[src/hw/rtl/asf_pkg.sv]
// shared types, constants and the key category check of the hold-to-shift filter
// no dependencies; compile first
package asf_pkg;

  // HID usage codes that bound the key categories
  localparam logic [7:0] MODIFIER_FIRST_CODE         = 8'hE0;
  localparam logic [7:0] KEY_A                       = 8'h04;
  localparam logic [7:0] KEY_Z                       = 8'h1D;
  localparam logic [7:0] KEY_1                       = 8'h1E;
  localparam logic [7:0] KEY_0                       = 8'h27;
  localparam logic [7:0] KEY_DASH                    = 8'h2D;
  localparam logic [7:0] KEY_SOLIDUS                 = 8'h38;
  localparam logic [7:0] KEY_NONUS_BACKSLASH_PIPE    = 8'h64;
  localparam logic [7:0] KEY_RIGHT_ARROW             = 8'h4F;
  localparam logic [7:0] KEY_LEFT_ARROW              = 8'h50;
  localparam logic [7:0] KEY_F1                      = 8'h3A;
  localparam logic [7:0] KEY_F12                     = 8'h45;
  localparam logic [7:0] KEY_F13                     = 8'h68;
  localparam logic [7:0] KEY_F24                     = 8'h73;

  // shift bit of the flag byte
  localparam logic [7:0] SHIFT_FLAG = 8'h08;

  // category mask bit positions
  localparam int unsigned CAT_ALL      = 0;
  localparam int unsigned CAT_LETTERS  = 1;
  localparam int unsigned CAT_NUMBERS  = 2;
  localparam int unsigned CAT_SYMBOLS  = 3;
  localparam int unsigned CAT_ARROWS   = 4;
  localparam int unsigned CAT_FUNCTION = 5;

  // field widths
  localparam int unsigned ADDR_W      = 7;
  localparam int unsigned CODE_W      = 8;
  localparam int unsigned FLAGS_W     = 8;
  localparam int unsigned TIMEOUT_W   = 16;
  localparam int unsigned CAT_W       = 6;
  localparam int unsigned ENTRY_KEY_W = ADDR_W + CODE_W + FLAGS_W + 1;

  // register port
  localparam int unsigned APB_ADDR_W = 4;
  localparam int unsigned APB_DATA_W = 32;

  typedef enum logic [1:0] {
    REG_ENABLE        = 2'd0,
    REG_HOLD_TIMEOUT  = 2'd1,
    REG_CATEGORY_MASK = 2'd2
  } cfg_reg_e;

  typedef struct packed {
    logic                 enable;
    logic [TIMEOUT_W-1:0] hold_timeout;
    logic [CAT_W-1:0]     category_mask;
  } cfg_t;

  localparam logic                 RST_ENABLE        = 1'b0;
  localparam logic [TIMEOUT_W-1:0] RST_HOLD_TIMEOUT  = 16'd175;
  localparam logic [CAT_W-1:0]     RST_CATEGORY_MASK = 6'd2;

  // latched input item
  typedef struct packed {
    logic               operation;
    logic [ADDR_W-1:0]  key_addr;
    logic [CODE_W-1:0]  key_code;
    logic [FLAGS_W-1:0] key_flags;
    logic               pressed;
    logic               injected;
    logic               keyboard_key;
  } evt_t;

  // result item
  typedef struct packed {
    logic [ADDR_W-1:0]  out_addr;
    logic [CODE_W-1:0]  out_code;
    logic [FLAGS_W-1:0] out_flags;
    logic               out_pressed;
    logic               long_press;
    logic               last;
  } res_t;

  function automatic logic shiftable(logic kb, logic [CODE_W-1:0] code,
                                     logic [CAT_W-1:0] mask);
    logic hit;
    hit = 1'b0;
    if (mask[CAT_ALL] && code < MODIFIER_FIRST_CODE) hit = 1'b1;
    if (mask[CAT_LETTERS] && code >= KEY_A && code <= KEY_Z) hit = 1'b1;
    if (mask[CAT_NUMBERS] && code >= KEY_1 && code <= KEY_0) hit = 1'b1;
    if (mask[CAT_SYMBOLS] &&
        ((code >= KEY_DASH && code <= KEY_SOLIDUS) || code == KEY_NONUS_BACKSLASH_PIPE)) begin
      hit = 1'b1;
    end
    if (mask[CAT_ARROWS] && code >= KEY_RIGHT_ARROW && code <= KEY_LEFT_ARROW) hit = 1'b1;
    if (mask[CAT_FUNCTION] &&
        ((code >= KEY_F1 && code <= KEY_F12) || (code >= KEY_F13 && code <= KEY_F24))) begin
      hit = 1'b1;
    end
    return kb && hit;
  endfunction

endpackage

[src/hw/rtl/asf_if.sv]
// valid/ready channel interfaces for key events in and filtered events out
// depends on asf_pkg
interface asf_evt_if import asf_pkg::*; ();
  logic               valid;
  logic               ready;
  logic               operation;
  logic [ADDR_W-1:0]  key_addr;
  logic [CODE_W-1:0]  key_code;
  logic [FLAGS_W-1:0] key_flags;
  logic               pressed;
  logic               injected;
  logic               keyboard_key;

  modport source (
    output valid, operation, key_addr, key_code, key_flags, pressed, injected, keyboard_key,
    input  ready
  );
  modport sink (
    input  valid, operation, key_addr, key_code, key_flags, pressed, injected, keyboard_key,
    output ready
  );
endinterface

interface asf_res_if import asf_pkg::*; ();
  logic               valid;
  logic               ready;
  logic [ADDR_W-1:0]  out_addr;
  logic [CODE_W-1:0]  out_code;
  logic [FLAGS_W-1:0] out_flags;
  logic               out_pressed;
  logic               long_press;
  logic               last;

  modport source (
    output valid, out_addr, out_code, out_flags, out_pressed, long_press, last,
    input  ready
  );
  modport sink (
    input  valid, out_addr, out_code, out_flags, out_pressed, long_press, last,
    output ready
  );
endinterface

[src/hw/rtl/asf_cfg.sv]
// apb register file: enable, hold timeout and category mask
// depends on asf_pkg
module asf_cfg import asf_pkg::*; (
  input  logic                  clk_i,
  input  logic                  rst_ni,
  input  logic                  psel,
  input  logic                  penable,
  input  logic                  pwrite,
  input  logic [APB_ADDR_W-1:0] paddr,
  input  logic [APB_DATA_W-1:0] pwdata,
  output logic [APB_DATA_W-1:0] prdata,
  output logic                  pready,
  output cfg_t                  cfg_o
);

  cfg_t     cfg_q, cfg_d;
  cfg_reg_e reg_sel;
  logic     wr_en;

  assign pready  = 1'b1;
  assign reg_sel = cfg_reg_e'(paddr[APB_ADDR_W-1:2]);
  assign wr_en   = psel && penable && pwrite && pready;

  always_comb begin
    cfg_d = cfg_q;
    if (wr_en) begin
      case (reg_sel)
        REG_ENABLE:        cfg_d.enable        = pwdata[0];
        REG_HOLD_TIMEOUT:  cfg_d.hold_timeout  = pwdata[TIMEOUT_W-1:0];
        REG_CATEGORY_MASK: cfg_d.category_mask = pwdata[CAT_W-1:0];
        default:           cfg_d = cfg_q;
      endcase
    end
  end

  always_comb begin
    case (reg_sel)
      REG_ENABLE:        prdata = APB_DATA_W'(cfg_q.enable);
      REG_HOLD_TIMEOUT:  prdata = APB_DATA_W'(cfg_q.hold_timeout);
      REG_CATEGORY_MASK: prdata = APB_DATA_W'(cfg_q.category_mask);
      default:           prdata = '0;
    endcase
  end

  always_ff @(posedge clk_i or negedge rst_ni) begin
    if (!rst_ni) begin
      cfg_q.enable        <= RST_ENABLE;
      cfg_q.hold_timeout  <= RST_HOLD_TIMEOUT;
      cfg_q.category_mask <= RST_CATEGORY_MASK;
    end else begin
      cfg_q <= cfg_d;
    end
  end

  assign cfg_o = cfg_q;

endmodule

[src/hw/rtl/asf_queue_mem.sv]
// pending-event queue storage: one write port, one read port, registered read data
// no package dependency
module asf_queue_mem #(
  parameter int unsigned DEPTH = 8,
  parameter int unsigned WIDTH = 40,
  localparam int unsigned IDX_W = $clog2(DEPTH)
) (
  input  logic             clk_i,
  input  logic             we_i,
  input  logic [IDX_W-1:0] waddr_i,
  input  logic [WIDTH-1:0] wdata_i,
  input  logic             re_i,
  input  logic [IDX_W-1:0] raddr_i,
  output logic [WIDTH-1:0] rdata_o
);

  logic [WIDTH-1:0] mem_q [DEPTH];
  logic [WIDTH-1:0] rdata_q;

  always_ff @(posedge clk_i) begin
    if (we_i) begin
      mem_q[waddr_i] <= wdata_i;
    end
  end

  always_ff @(posedge clk_i) begin
    if (re_i) begin
      rdata_q <= mem_q[raddr_i];
    end
  end

  assign rdata_o = rdata_q;

endmodule

[src/hw/rtl/asf_ctrl.sv]
// sequencer: evaluates each item against the queue head, appends, flushes the queue
// and drives the output register; depends on asf_pkg and asf_if
module asf_ctrl import asf_pkg::*; #(
  parameter int unsigned QUEUE_DEPTH = 8,
  parameter int unsigned TIME_BITS   = 16,
  localparam int unsigned IDX_W   = $clog2(QUEUE_DEPTH),
  localparam int unsigned CNT_W   = $clog2(QUEUE_DEPTH + 1),
  localparam int unsigned ENTRY_W = TIME_BITS + ENTRY_KEY_W
) (
  input  logic               clk_i,
  input  logic               rst_ni,
  asf_evt_if.sink            in_ch,
  asf_res_if.source          out_ch,
  input  cfg_t               cfg_i,
  output logic               mem_we_o,
  output logic [IDX_W-1:0]   mem_waddr_o,
  output logic [ENTRY_W-1:0] mem_wdata_o,
  output logic               mem_re_o,
  output logic [IDX_W-1:0]   mem_raddr_o,
  input  logic [ENTRY_W-1:0] mem_rdata_i
);

  localparam int unsigned CMP_W = (TIME_BITS > TIMEOUT_W) ? TIME_BITS : TIMEOUT_W;

  typedef enum logic [4:0] {
    S_IDLE    = 5'b00001,
    S_EVAL    = 5'b00010,
    S_FL_RD   = 5'b00100,
    S_FL_WR   = 5'b01000,
    S_EMIT_IN = 5'b10000
  } state_e;

  state_e               state_q, state_d;
  evt_t                 item_q;
  logic [TIME_BITS-1:0] tick_q, tick_d;
  logic [CNT_W-1:0]     count_q, count_d;
  logic [IDX_W-1:0]     idx_q, idx_d;
  logic                 long_q, long_d;
  logic                 post_append_q, post_append_d;
  logic                 post_emit_q, post_emit_d;
  logic                 out_valid_q, out_valid_d;
  res_t                 res_q, res_d;

  logic                 in_xfer;
  logic                 slot_free;
  logic [TIME_BITS-1:0] head_time;
  logic [ADDR_W-1:0]    head_addr;
  logic [CODE_W-1:0]    head_code;
  logic [FLAGS_W-1:0]   head_flags;
  logic                 head_pressed;
  logic [TIME_BITS-1:0] age;
  logic                 timeout_hit;
  logic                 can_hold;
  logic                 entry_last;

  assign in_ch.ready = (state_q == S_IDLE);
  assign in_xfer     = in_ch.valid && in_ch.ready;
  assign slot_free   = !out_valid_q || out_ch.ready;

  assign {head_time, head_addr, head_code, head_flags, head_pressed} = mem_rdata_i;

  assign age         = tick_q - head_time;
  assign timeout_hit = CMP_W'(age) > CMP_W'(cfg_i.hold_timeout);
  assign can_hold    = item_q.pressed &&
                       shiftable(item_q.keyboard_key, item_q.key_code, cfg_i.category_mask);
  assign entry_last  = (CNT_W'(idx_q) + CNT_W'(1)) == count_q;

  assign mem_wdata_o = {tick_q, item_q.key_addr, item_q.key_code, item_q.key_flags,
                        item_q.pressed};

  always_comb begin
    state_d       = state_q;
    tick_d        = tick_q;
    count_d       = count_q;
    idx_d         = idx_q;
    long_d        = long_q;
    post_append_d = post_append_q;
    post_emit_d   = post_emit_q;
    out_valid_d   = out_valid_q && !out_ch.ready;
    res_d         = res_q;
    mem_we_o      = 1'b0;
    mem_waddr_o   = count_q[IDX_W-1:0];
    mem_re_o      = 1'b0;
    mem_raddr_o   = '0;

    case (state_q)
      S_IDLE: begin
        if (in_xfer) begin
          // fetch the head for the decision in the next cycle
          mem_re_o = 1'b1;
          if (in_ch.operation) begin
            tick_d = tick_q + TIME_BITS'(1);
          end
          state_d = S_EVAL;
        end
      end

      S_EVAL: begin
        if (item_q.operation) begin
          if (count_q != '0 && timeout_hit) begin
            long_d        = 1'b1;
            post_append_d = 1'b0;
            post_emit_d   = 1'b0;
            idx_d         = '0;
            state_d       = S_FL_RD;
          end else begin
            state_d = S_IDLE;
          end
        end else if (item_q.injected || !cfg_i.enable) begin
          state_d = S_EMIT_IN;
        end else if (count_q != '0) begin
          if (item_q.pressed || item_q.key_addr == head_addr ||
              count_q == CNT_W'(QUEUE_DEPTH)) begin
            long_d        = 1'b0;
            post_append_d = can_hold;
            post_emit_d   = !can_hold;
            idx_d         = '0;
            state_d       = S_FL_RD;
          end else begin
            // release of another key queues behind the held press
            mem_we_o = 1'b1;
            count_d  = count_q + CNT_W'(1);
            state_d  = S_IDLE;
          end
        end else if (can_hold) begin
          mem_we_o = 1'b1;
          count_d  = count_q + CNT_W'(1);
          state_d  = S_IDLE;
        end else begin
          state_d = S_EMIT_IN;
        end
      end

      S_FL_RD: begin
        mem_re_o    = 1'b1;
        mem_raddr_o = idx_q;
        state_d     = S_FL_WR;
      end

      S_FL_WR: begin
        if (slot_free) begin
          out_valid_d       = 1'b1;
          res_d.out_addr    = head_addr;
          res_d.out_code    = head_code;
          res_d.out_flags   = long_q ? (head_flags ^ SHIFT_FLAG) : head_flags;
          res_d.out_pressed = head_pressed;
          res_d.long_press  = long_q;
          res_d.last        = entry_last && !post_emit_q;
          long_d            = 1'b0;
          idx_d             = idx_q + IDX_W'(1);
          if (entry_last) begin
            // queue is empty now; a new held press takes entry zero
            if (post_append_q) begin
              mem_we_o    = 1'b1;
              mem_waddr_o = '0;
              count_d     = CNT_W'(1);
            end else begin
              count_d = '0;
            end
            state_d = post_emit_q ? S_EMIT_IN : S_IDLE;
          end else begin
            state_d = S_FL_RD;
          end
        end
      end

      S_EMIT_IN: begin
        if (slot_free) begin
          out_valid_d       = 1'b1;
          res_d.out_addr    = item_q.key_addr;
          res_d.out_code    = item_q.key_code;
          res_d.out_flags   = item_q.key_flags;
          res_d.out_pressed = item_q.pressed;
          res_d.long_press  = 1'b0;
          res_d.last        = 1'b1;
          state_d           = S_IDLE;
        end
      end

      default: state_d = S_IDLE;
    endcase
  end

  always_ff @(posedge clk_i or negedge rst_ni) begin
    if (!rst_ni) begin
      state_q       <= S_IDLE;
      tick_q        <= '0;
      count_q       <= '0;
      idx_q         <= '0;
      long_q        <= 1'b0;
      post_append_q <= 1'b0;
      post_emit_q   <= 1'b0;
      out_valid_q   <= 1'b0;
    end else begin
      state_q       <= state_d;
      tick_q        <= tick_d;
      count_q       <= count_d;
      idx_q         <= idx_d;
      long_q        <= long_d;
      post_append_q <= post_append_d;
      post_emit_q   <= post_emit_d;
      out_valid_q   <= out_valid_d;
    end
  end

  always_ff @(posedge clk_i) begin
    if (in_xfer) begin
      item_q.operation    <= in_ch.operation;
      item_q.key_addr     <= in_ch.key_addr;
      item_q.key_code     <= in_ch.key_code;
      item_q.key_flags    <= in_ch.key_flags;
      item_q.pressed      <= in_ch.pressed;
      item_q.injected     <= in_ch.injected;
      item_q.keyboard_key <= in_ch.keyboard_key;
    end
    res_q <= res_d;
  end

  assign out_ch.valid       = out_valid_q;
  assign out_ch.out_addr    = res_q.out_addr;
  assign out_ch.out_code    = res_q.out_code;
  assign out_ch.out_flags   = res_q.out_flags;
  assign out_ch.out_pressed = res_q.out_pressed;
  assign out_ch.long_press  = res_q.long_press;
  assign out_ch.last        = res_q.last;

endmodule

[src/hw/rtl/auto_shift_key_event_filter_core.sv]
// top level of the hold-to-shift key event filter
// depends on asf_pkg, asf_if, asf_cfg, asf_queue_mem and asf_ctrl
//
// usage:
// - in_ch carries key-switch events and time ticks (operation = 1); a transfer
//   happens when valid and ready are both high
// - out_ch carries the emitted events; the final event caused by one input item
//   has last set, and an item may cause none at all (held press, quiet tick)
// - registers sit on the apb port: enable at 0x0, hold_timeout at 0x4,
//   category_mask at 0x8; pready is tied high, write them only while idle
// - one item is worked on at a time: ready drops for the cycles after a transfer
// - an item goes through S_EVAL; a passed-through event is then loaded into the output
//   register in S_EMIT_IN; a flush reads each queued entry from the queue memory in
//   S_FL_RD and loads it into the output register in S_FL_WR, then the event itself
//   follows through S_EMIT_IN if it is not held
// - the output register decouples the sides: a new item is taken while the last
//   result still waits; if the receiver stalls, the flush pauses until it drains
// - reset empties the queue (count to zero), clears the tick counter and loads the
//   register defaults; the queue memory itself is not cleared, entries at or above
//   the count are never used
// - only one read or write of the queue happens per cycle and the flow is strictly
//   sequential, so no two accesses to the same entry overlap
module auto_shift_key_event_filter_core import asf_pkg::*; #(
  parameter int unsigned QUEUE_DEPTH = 8,
  parameter int unsigned TIME_BITS   = 16
) (
  input  logic                  clk_i,
  input  logic                  rst_ni,
  asf_evt_if.sink               in_ch,
  asf_res_if.source             out_ch,
  input  logic                  psel,
  input  logic                  penable,
  input  logic                  pwrite,
  input  logic [APB_ADDR_W-1:0] paddr,
  input  logic [APB_DATA_W-1:0] pwdata,
  output logic [APB_DATA_W-1:0] prdata,
  output logic                  pready
);

  localparam int unsigned IDX_W   = $clog2(QUEUE_DEPTH);
  localparam int unsigned ENTRY_W = TIME_BITS + ENTRY_KEY_W;

  cfg_t               cfg;
  logic               mem_we;
  logic [IDX_W-1:0]   mem_waddr;
  logic [ENTRY_W-1:0] mem_wdata;
  logic               mem_re;
  logic [IDX_W-1:0]   mem_raddr;
  logic [ENTRY_W-1:0] mem_rdata;

  // configuration registers
  asf_cfg u_cfg (
    .clk_i   (clk_i),
    .rst_ni  (rst_ni),
    .psel    (psel),
    .penable (penable),
    .pwrite  (pwrite),
    .paddr   (paddr),
    .pwdata  (pwdata),
    .prdata  (prdata),
    .pready  (pready),
    .cfg_o   (cfg)
  );

  // held press and the releases queued behind it: {time, addr, code, flags, pressed}
  asf_queue_mem #(
    .DEPTH (QUEUE_DEPTH),
    .WIDTH (ENTRY_W)
  ) u_queue_mem (
    .clk_i   (clk_i),
    .we_i    (mem_we),
    .waddr_i (mem_waddr),
    .wdata_i (mem_wdata),
    .re_i    (mem_re),
    .raddr_i (mem_raddr),
    .rdata_o (mem_rdata)
  );

  // decision, flush sequencing and output register
  asf_ctrl #(
    .QUEUE_DEPTH (QUEUE_DEPTH),
    .TIME_BITS   (TIME_BITS)
  ) u_ctrl (
    .clk_i       (clk_i),
    .rst_ni      (rst_ni),
    .in_ch       (in_ch),
    .out_ch      (out_ch),
    .cfg_i       (cfg),
    .mem_we_o    (mem_we),
    .mem_waddr_o (mem_waddr),
    .mem_wdata_o (mem_wdata),
    .mem_re_o    (mem_re),
    .mem_raddr_o (mem_raddr),
    .mem_rdata_i (mem_rdata)
  );

endmodule

[src/flat_wrapper.sv]
// flat-port wrapper written by rule: the top's interface ports become plain ports
module auto_shift_key_event_filter_core_flat import asf_pkg::*;
#(
  parameter int unsigned QUEUE_DEPTH = 8,
  parameter int unsigned TIME_BITS   = 16
)
  (clk_i, rst_ni, psel, penable, pwrite, paddr, pwdata, prdata, pready, in_ch_valid, in_ch_operation, in_ch_key_addr, in_ch_key_code, in_ch_key_flags, in_ch_pressed, in_ch_injected, in_ch_keyboard_key, in_ch_ready, out_ch_valid, out_ch_out_addr, out_ch_out_code, out_ch_out_flags, out_ch_out_pressed, out_ch_long_press, out_ch_last, out_ch_ready);
  asf_evt_if in_ch_i ();
  asf_res_if out_ch_i ();
  input  logic clk_i;
  input  logic rst_ni;
  input  logic psel;
  input  logic penable;
  input  logic pwrite;
  input  logic [APB_ADDR_W-1:0] paddr;
  input  logic [APB_DATA_W-1:0] pwdata;
  output logic [APB_DATA_W-1:0] prdata;
  output logic pready;
  input wire logic [$bits(in_ch_i.valid)-1:0] in_ch_valid;
  input wire logic [$bits(in_ch_i.operation)-1:0] in_ch_operation;
  input wire logic [$bits(in_ch_i.key_addr)-1:0] in_ch_key_addr;
  input wire logic [$bits(in_ch_i.key_code)-1:0] in_ch_key_code;
  input wire logic [$bits(in_ch_i.key_flags)-1:0] in_ch_key_flags;
  input wire logic [$bits(in_ch_i.pressed)-1:0] in_ch_pressed;
  input wire logic [$bits(in_ch_i.injected)-1:0] in_ch_injected;
  input wire logic [$bits(in_ch_i.keyboard_key)-1:0] in_ch_keyboard_key;
  output wire logic [$bits(in_ch_i.ready)-1:0] in_ch_ready;
  output wire logic [$bits(out_ch_i.valid)-1:0] out_ch_valid;
  output wire logic [$bits(out_ch_i.out_addr)-1:0] out_ch_out_addr;
  output wire logic [$bits(out_ch_i.out_code)-1:0] out_ch_out_code;
  output wire logic [$bits(out_ch_i.out_flags)-1:0] out_ch_out_flags;
  output wire logic [$bits(out_ch_i.out_pressed)-1:0] out_ch_out_pressed;
  output wire logic [$bits(out_ch_i.long_press)-1:0] out_ch_long_press;
  output wire logic [$bits(out_ch_i.last)-1:0] out_ch_last;
  input wire logic [$bits(out_ch_i.ready)-1:0] out_ch_ready;
  assign in_ch_i.valid = in_ch_valid;
  assign in_ch_i.operation = in_ch_operation;
  assign in_ch_i.key_addr = in_ch_key_addr;
  assign in_ch_i.key_code = in_ch_key_code;
  assign in_ch_i.key_flags = in_ch_key_flags;
  assign in_ch_i.pressed = in_ch_pressed;
  assign in_ch_i.injected = in_ch_injected;
  assign in_ch_i.keyboard_key = in_ch_keyboard_key;
  assign in_ch_ready = in_ch_i.ready;
  assign out_ch_valid = out_ch_i.valid;
  assign out_ch_out_addr = out_ch_i.out_addr;
  assign out_ch_out_code = out_ch_i.out_code;
  assign out_ch_out_flags = out_ch_i.out_flags;
  assign out_ch_out_pressed = out_ch_i.out_pressed;
  assign out_ch_long_press = out_ch_i.long_press;
  assign out_ch_last = out_ch_i.last;
  assign out_ch_i.ready = out_ch_ready;
  auto_shift_key_event_filter_core #(.QUEUE_DEPTH(QUEUE_DEPTH), .TIME_BITS(TIME_BITS)) u_core (.clk_i(clk_i), .rst_ni(rst_ni), .in_ch(in_ch_i), .out_ch(out_ch_i), .psel(psel), .penable(penable), .pwrite(pwrite), .paddr(paddr), .pwdata(pwdata), .prdata(prdata), .pready(pready));
endmodule
[config.mk]
export PLATFORM = sky130hd
export DESIGN_NAME = auto_shift_key_event_filter_core_flat
export DESIGN_NICKNAME = d
export VERILOG_FILES = /design/src/hw/rtl/asf_pkg.sv /design/src/hw/rtl/asf_if.sv /design/src/hw/rtl/asf_cfg.sv /design/src/hw/rtl/asf_queue_mem.sv /design/src/hw/rtl/asf_ctrl.sv /design/src/hw/rtl/auto_shift_key_event_filter_core.sv /design/src/flat_wrapper.sv
export SDC_FILE = /design/constraint.sdc
export NUM_CORES = 1
export LEC_CHECK = 0
export BUFFER_PORTS_ARGS = -buffer_cell sky130_fd_sc_hd__buf_2
export CAP_MARGIN = 30
export CORE_ASPECT_RATIO = 1.4
export CORE_MARGIN = 2
export CORE_UTILIZATION = 40
export DETAILED_ROUTE_END_ITERATION = 10
export PLACE_DENSITY = 0.65
export SLEW_MARGIN = 20
export SYNTH_ARGS = -nofsm -noshare
export SYNTH_HDL_FRONTEND = slang
export SYNTH_HIERARCHICAL = 1
export SYNTH_SLANG_ARGS = --single-unit
[constraint.sdc]
create_clock -name clk_i -period 9.1 [get_ports clk_i]
set_input_delay 0.91 -clock clk_i [delete_from_list [all_inputs] [get_ports clk_i]]
set_output_delay 0.91 -clock clk_i [all_outputs]
set_load 0.02 [all_outputs]
Yosys cells after proc, flatten, opt, wreduce, memory -nomap -nowiden:

Memory sizes are Yosys's and may differ from the RTL's. A register that Yosys moved wholly into a read port is not among the register bits.
Cells that the tools add are included.

* muxes and demuxes: 75
* add/subtract/negate cells: 5
* eq/ne operators: 25
* reductions and logical operators: 47
* order comparisons: 14
* bitwise logic cells: 1

Operators with widths (number)
* $mux 26: 2
* $pmux 26 s2: 1
* $pmux 16 s3: 1
* $mux 5: 9
* $mux 3: 13
* $mux 1: 35
* $mux 4: 8
* $pmux 5 s5: 1
* $le 8x7->1 const B: 3
* $logic_and 1x1->1: 20
* $ne 3x3->1 const B: 6
* $add 16x1->16 const B: 1
* $ge 8x6->1 const B: 2
* $ge 8x7->1 const B: 2
* $gt 16x16->1: 1
* $le 8x6->1 const B: 2
* $sub 16x16->16: 1
* $ne 2x2->1 const B: 6
* $reduce_and 3->1: 3
* $eq 8x7->1 const B: 1
* $ge 8x3->1 const B: 1
* $ge 8x5->1 const B: 1
* $le 8x5->1 const B: 1
* $lt 8x8->1 const B: 1
* 28 further kinds: 45

* memories: 1
* output and inout port bits: 61
* register bits: 108
* logic and storage cells: 192
* bits in writable memories: 320
* input bits: 70

Memory list
* u_core.u_queue_mem.mem_q: depth 8, bits a word 40, rd ports 1, clocked after memory_dff 1, write ports 1, RTL line asf_queue_mem.sv:17 `logic [WIDTH-1:0] mem_q [DEPTH];`

Logic depth before layout (Yosys ltp):

* word-level depth: 17
* mapped depth: 16
* gate-level depth less buffers: 16

Modules after synthesis:

Netlist, hierarchy kept.

By module, submodules not included
* asf_queue_mem: instances 1, area each 13571.8 µm², cells an instance 515, seq. area each 10810.4 µm²
* asf_ctrl: instances 1, area each 5474.0 µm², cells an instance 530, seq. area each 2393.5 µm²
* asf_cfg: instances 1, area each 1223.7 µm², cells an instance 91, seq. area each 584.3 µm²

Least setup slack after synthesis:

Ideal clock, no wire load.

* path type: reg-to-reg
* start point: register u_core.u_ctrl.idx_q[0]
* end point: memory u_core.u_queue_mem.mem_q[0][0] (enable)
* path buffers: 0
* slack: 3872 ps
* cell stages (with the launch flop): 9
* clock period less this slack: 5228 ps
* arrival: 4740 ps
* data required time: 8613 ps
* library setup time: 487 ps
* cells stage by stage: dfrtp_1 -> ha_1 -> xor2_1 -> or3_1 -> a211oi_1 -> and3_1 -> nor2_1 -> nand2b_1 -> nor3_1

* elaborated cells between the ends (all ways): 10
* those cells by class: add/sub: 1; eq/ne: 1; mux: 8

RTL lines
* start: declaration: RTL line asf_ctrl.sv:37 `logic [IDX_W-1:0] idx_q, idx_d;`
* start signal: assignment: RTL line asf_ctrl.sv:198 `idx_q <= idx_d;`
* $add 3x1->4: RTL line asf_ctrl.sv:66 `assign entry_last = (CNT_W'(idx_q) + CNT_W'(1)) == count_q;`
* $eq 4x4->1: RTL line asf_ctrl.sv:66
* $mux 3: RTL line asf_ctrl.sv:151 `if (entry_last) begin`
* $mux 3: RTL line asf_ctrl.sv:141 `if (slot_free) begin`
* $mux 3: RTL line asf_ctrl.sv:86 `case (state_q)`
* via u_core.mem_waddr[2]: RTL line auto_shift_key_event_filter_core.sv:45 `logic [IDX_W-1:0] mem_waddr;`
* end: declaration: RTL line asf_queue_mem.sv:17

The timed path passes the listed nets, and every way through them passes these cells.

Final worst setup path:

* start point: register u_core.u_ctrl.tick_q[0]
* end point: register u_core.u_ctrl.long_q

* cells in the longest elaborated chain, start to end: 5

RTL lines
* start: declaration: RTL line asf_ctrl.sv:35 `logic [TIME_BITS-1:0] tick_q, tick_d;`
* start signal: assignment: RTL line asf_ctrl.sv:196 `tick_q <= tick_d;`
* $sub 16x16->16: RTL line asf_ctrl.sv:62 `assign age = tick_q - head_time;`
* $gt 16x16->1: RTL line asf_ctrl.sv:63 `assign timeout_hit = CMP_W'(age) > CMP_W'(cfg_i.hold_timeout);`
* $logic_and 1x1->1: RTL line asf_ctrl.sv:100 `if (count_q != '0 && timeout_hit) begin`
* $ne 3x3->1 (no line)
* $reduce_and 6->1 (no line)
* end signal: assignment: RTL line asf_ctrl.sv:199 `long_q <= long_d;`
* end: declaration: RTL line asf_ctrl.sv:38 `logic long_q, long_d;`

No other way between the ends.
A chain may end at the register's enable or synchronous reset.

==> results.md <==
- Bufs on Longest Clock Path: 3
- Number of antenna repair diodes: 0
- Transition time of the tightest slew-check pin: around 1 ns
- Number of sinks handled by clock tree synthesis: around 470
- Seq cells post-synth: 468
- Max-slew headroom at the worst pin: 0.337
- Die Height: around 270 um
- Combined area of all synthesized cells: around 0.020 mm2
- Later-pin clock latency in the skew report: ~0.55 ns
- Count of flip-flops with a built-in enable after synthesis: between 400 and 500
- Avg Vias per Cell: 5.48
- Detailed Route WL: between 40000 and 50000 um
- Category of the critical setup timing path: register to register
- Number of cell rows: just under 100
- Hold buffers post-CTS: 0
- Predominant post-synthesis flop cell: sky130_fd_sc_hd__edfxtp_1
- All-layer global routing usage: 0.164
- Highest Clock Rate: about 210 MHz
- Most frequent cells in the layout: sky130_fd_sc_hd__edfxtp_1, sky130_fd_sc_hd__buf_2, sky130_fd_sc_hd__mux4_1
- Final-stage net count: around 1300
- Vias in the first global route: about 11000
- Kind of end point of the critical path: register
- Yosys top cell area share: 0.612
- Sequential element share of the synthesized area: 0.680
- Number of standard cells in the layout, taps in and fillers out: around 1900
- Power density normalized to cell area: approximately 230 mW/mm2
- Pin count of the biggest net entering global routing: 57
- Clock Skews: about 0.017 ns
- Synth Warn #: 6
- Post-cts gate resize count: 0
- Tcrit/Tclk final: 0.511
- Clk Tree Root Cell: sky130_fd_sc_hd__clkbuf_16
- Setup TNS: 0 ns
- Share of cells above drive strength 1: 0.233
- Top cells by area in the synthesized netlist: sky130_fd_sc_hd__edfxtp_1, sky130_fd_sc_hd__mux4_1, sky130_fd_sc_hd__dfrtp_1, sky130_fd_sc_hd__mux2_2, sky130_fd_sc_hd__ha_1
- Max-slew violations: 0
- Hold Violations, Final: 0
- Number of ports placed on the die boundary: roughly 130
- Starting density of the core: 0.405
- Unrepaired setup endpoints after global routing: false
- Minimum hold slack: 0.508 ns
- Arrival time reported for the critical path endpoint: approximately 5 ns
- Leak: roughly 0.0081 uW
- Overall via count from detail_route: approximately 10000
- Async S/R FF share, synth: 0.118
- Placed wire-length estimate: between 20000 and 30000 um
- Overflow after GRT: 0
- Buffers inserted by post-CTS timing repair: 0
- Die width: 194 um
- Clock tree from TritonCTS: yes
- Global-route wire length before repair: roughly 65000 um
- DIE AREA: between 0.05 and 0.06 mm2
- Clock transition at the registers of the reported paths: 0.07 ns
- Max FO, Critical Path: 12
- Std-Cell Core Area: roughly 0.05 mm2
- Max VDD drop: 0.137 mV
- Cell Count Post-Placement: between 1500 and 2000
- Number of buffers inserted by port buffering: between 90 and 100
- Status: completed
- Global placement routability congestion: ~0.88
- Layout overhead on the synthesized area: 12.4%
- Antenna viol nets, final: 0
- Library cell with the largest summed area after synthesis: sky130_fd_sc_hd__edfxtp_1
- Number of DRC markers after the initial detailed-route iteration: 785
- Most frequent standard cell in the layout excluding fill and tap cells: sky130_fd_sc_hd__edfxtp_1
- Synth Area per Inst: between 15 and 20 um2
- Required time of the critical path: 9.49 ns
- WL per Instance: 22.8 um
- Number of iterations in the first detailed-routing pass: 5
- Kind of path behind the tightest hold check: primary input to asynchronous set/reset pin
- Inserted Clock Buffers: 45
- Reported max-cap violation count: 0
- Startpoint types: register
- Count of different cell masters after synthesis: 74
- Layout Utilization: 0.456
- Cells after synthesis: ~1100
- Post-layout total power: 5250 uW
- Final critical path time including I/O delays and setup: 4.65 ns
- DRC viols: 0
- Depth of the CTS H-tree: 2
- Number of failing setup endpoints in the final timing report: 0
- Antenna violations before repair: 2
## power by group
| group | internal, uW | leakage (uW) | switching (uW) |
|---|---|---|---|
| registers | 2550 | 0.00446 | 177 |
| clock network | 1070 | 0.000702 | 766 |
| logic | 278 | 0.00290 | 406 |
## path summary, 6_finish.rpt
check | from | to | slack [ns] | cells past startpoint
worst max-delay path | u_core/u_ctrl/tick_q[0] | u_core/u_ctrl/long_q | 4.45 | 16
worst min-delay path | rst_ni | u_core/u_cfg/cfg_o[14] | 0.51 | 2
worst max register to register | u_core/u_ctrl/tick_q[0] | u_core/u_ctrl/long_q | 4.45 | 16
worst min register to register | u_core/u_cfg/cfg_o[12] | u_core/u_cfg/cfg_o[12] | 0.53 | 1
max in group asynchronous | rst_ni | u_core/u_ctrl/tick_q[1] | 8.05 | 2
min in group clk_i | in_ch_key_flags[3] | u_core/u_ctrl/mem_wdata_o[4] | 0.53 | 1
## critical path: stages (launching register included)
cell and delay (ns):
sky130_fd_sc_hd__dfrtp_1 0.56, sky130_fd_sc_hd__inv_1 0.14, sky130_fd_sc_hd__ha_1 0.26, sky130_fd_sc_hd__fa_1 0.41, sky130_fd_sc_hd__nor2b_1 0.19, sky130_fd_sc_hd__o31a_1 0.19, sky130_fd_sc_hd__o211ai_1 0.13, sky130_fd_sc_hd__a21oi_1 0.31
sky130_fd_sc_hd__o21a_1 0.23, sky130_fd_sc_hd__o211ai_1 0.13, sky130_fd_sc_hd__ha_1 0.32, sky130_fd_sc_hd__and3_1 0.18, sky130_fd_sc_hd__nand4_1 0.18, sky130_fd_sc_hd__a211oi_1 0.36, sky130_fd_sc_hd__o32ai_1 0.19, sky130_fd_sc_hd__o21ai_0 0.50
sky130_fd_sc_hd__o221ai_1 0.23
## through the flow
| stage | area, um2 | worst slack [ns] |
|---|---|---|
| 3_5_place_dp | 21300 | 4.53 |
| 5_1_grt | 22800 | 4.11 |
| 3_3_place_gp | 21300 | 4.68 |
| 2_1_floorplan | 20300 | 3.87 |
| 6_report | 22800 | 4.45 |
| 4_1_cts | 22800 | 4.51 |
## cells in the mapped netlist, drive strengths merged, types with 9 or more instances
cell type and instances:
nand2 33, nand3 15, ha 35, xor2 11, mux2 83, nor2 31
buf 55, and2 17, nor2b 11, mux4 80, xnor2 26, clkbuf 23
inv 49, nor3 16, dfrtp 47, nand2b 9, o21ai 19, a211oi 10
a21oi 28, and3 10, edfxtp 413
## layout make-up
| class | instances | area (um2) |
|---|---|---|
| clock buffer | 60 | 1240 |
| clock inverter | 18 | 189 |
| fill | 4272 | 27200 |
| inverter | 49 | 184 |
| multi-input combinational | 556 | 5900 |
| sequential | 468 | 13800 |
| tap | 643 | 805 |
| timing repair buffer | 115 | 673 |
## flip-flops by register name, indices dropped and copies added (netlist names), 3 cells and up
| register | flops |
|---|---|
| u_core/u_ctrl/out_ch.out_code | 8 |
| u_core/u_ctrl/idx_q | 3 |
| u_core/u_ctrl/state_q | 5 |
| u_core/u_ctrl/out_ch.out_flags | 8 |
| u_core/u_ctrl/tick_q | 16 |
| u_core/u_ctrl/count_q | 4 |
| u_core/u_queue_mem/mem_q | 320 |
| u_core/u_ctrl/out_ch.out_addr | 7 |
| u_core/u_queue_mem/rdata_o | 40 |
| u_core/u_ctrl/item_q | 3 |
| u_core/u_cfg/cfg_o | 23 |
| u_core/u_ctrl/mem_wdata_o | 24 |
## routing by layer
layer,track usage,share of wire,vias up
met1,0.216,0.43,5384
met2,0.285,0.50,334
met3,0.0209,0.050,69
met5,0,0,-
met4,0.0492,0.024,0
li1,-,-,4681
## cells by family (layout without fill, tap and decap cells)
kind of cell    Yosys count  count (layout)  share of synthesized area
flops                   468             468                      0.680
other cells               2              17                   0.000371
fa+ha+maj                36              36                     0.0226
mux                     166             166                      0.153
buf+inv                 127             242                     0.0356
compound gates          121             121                     0.0416
simple gates            179             179                     0.0505
xor+xnor                 37              37                     0.0160
Note: power is estimated with default switching activity, not from simulation.
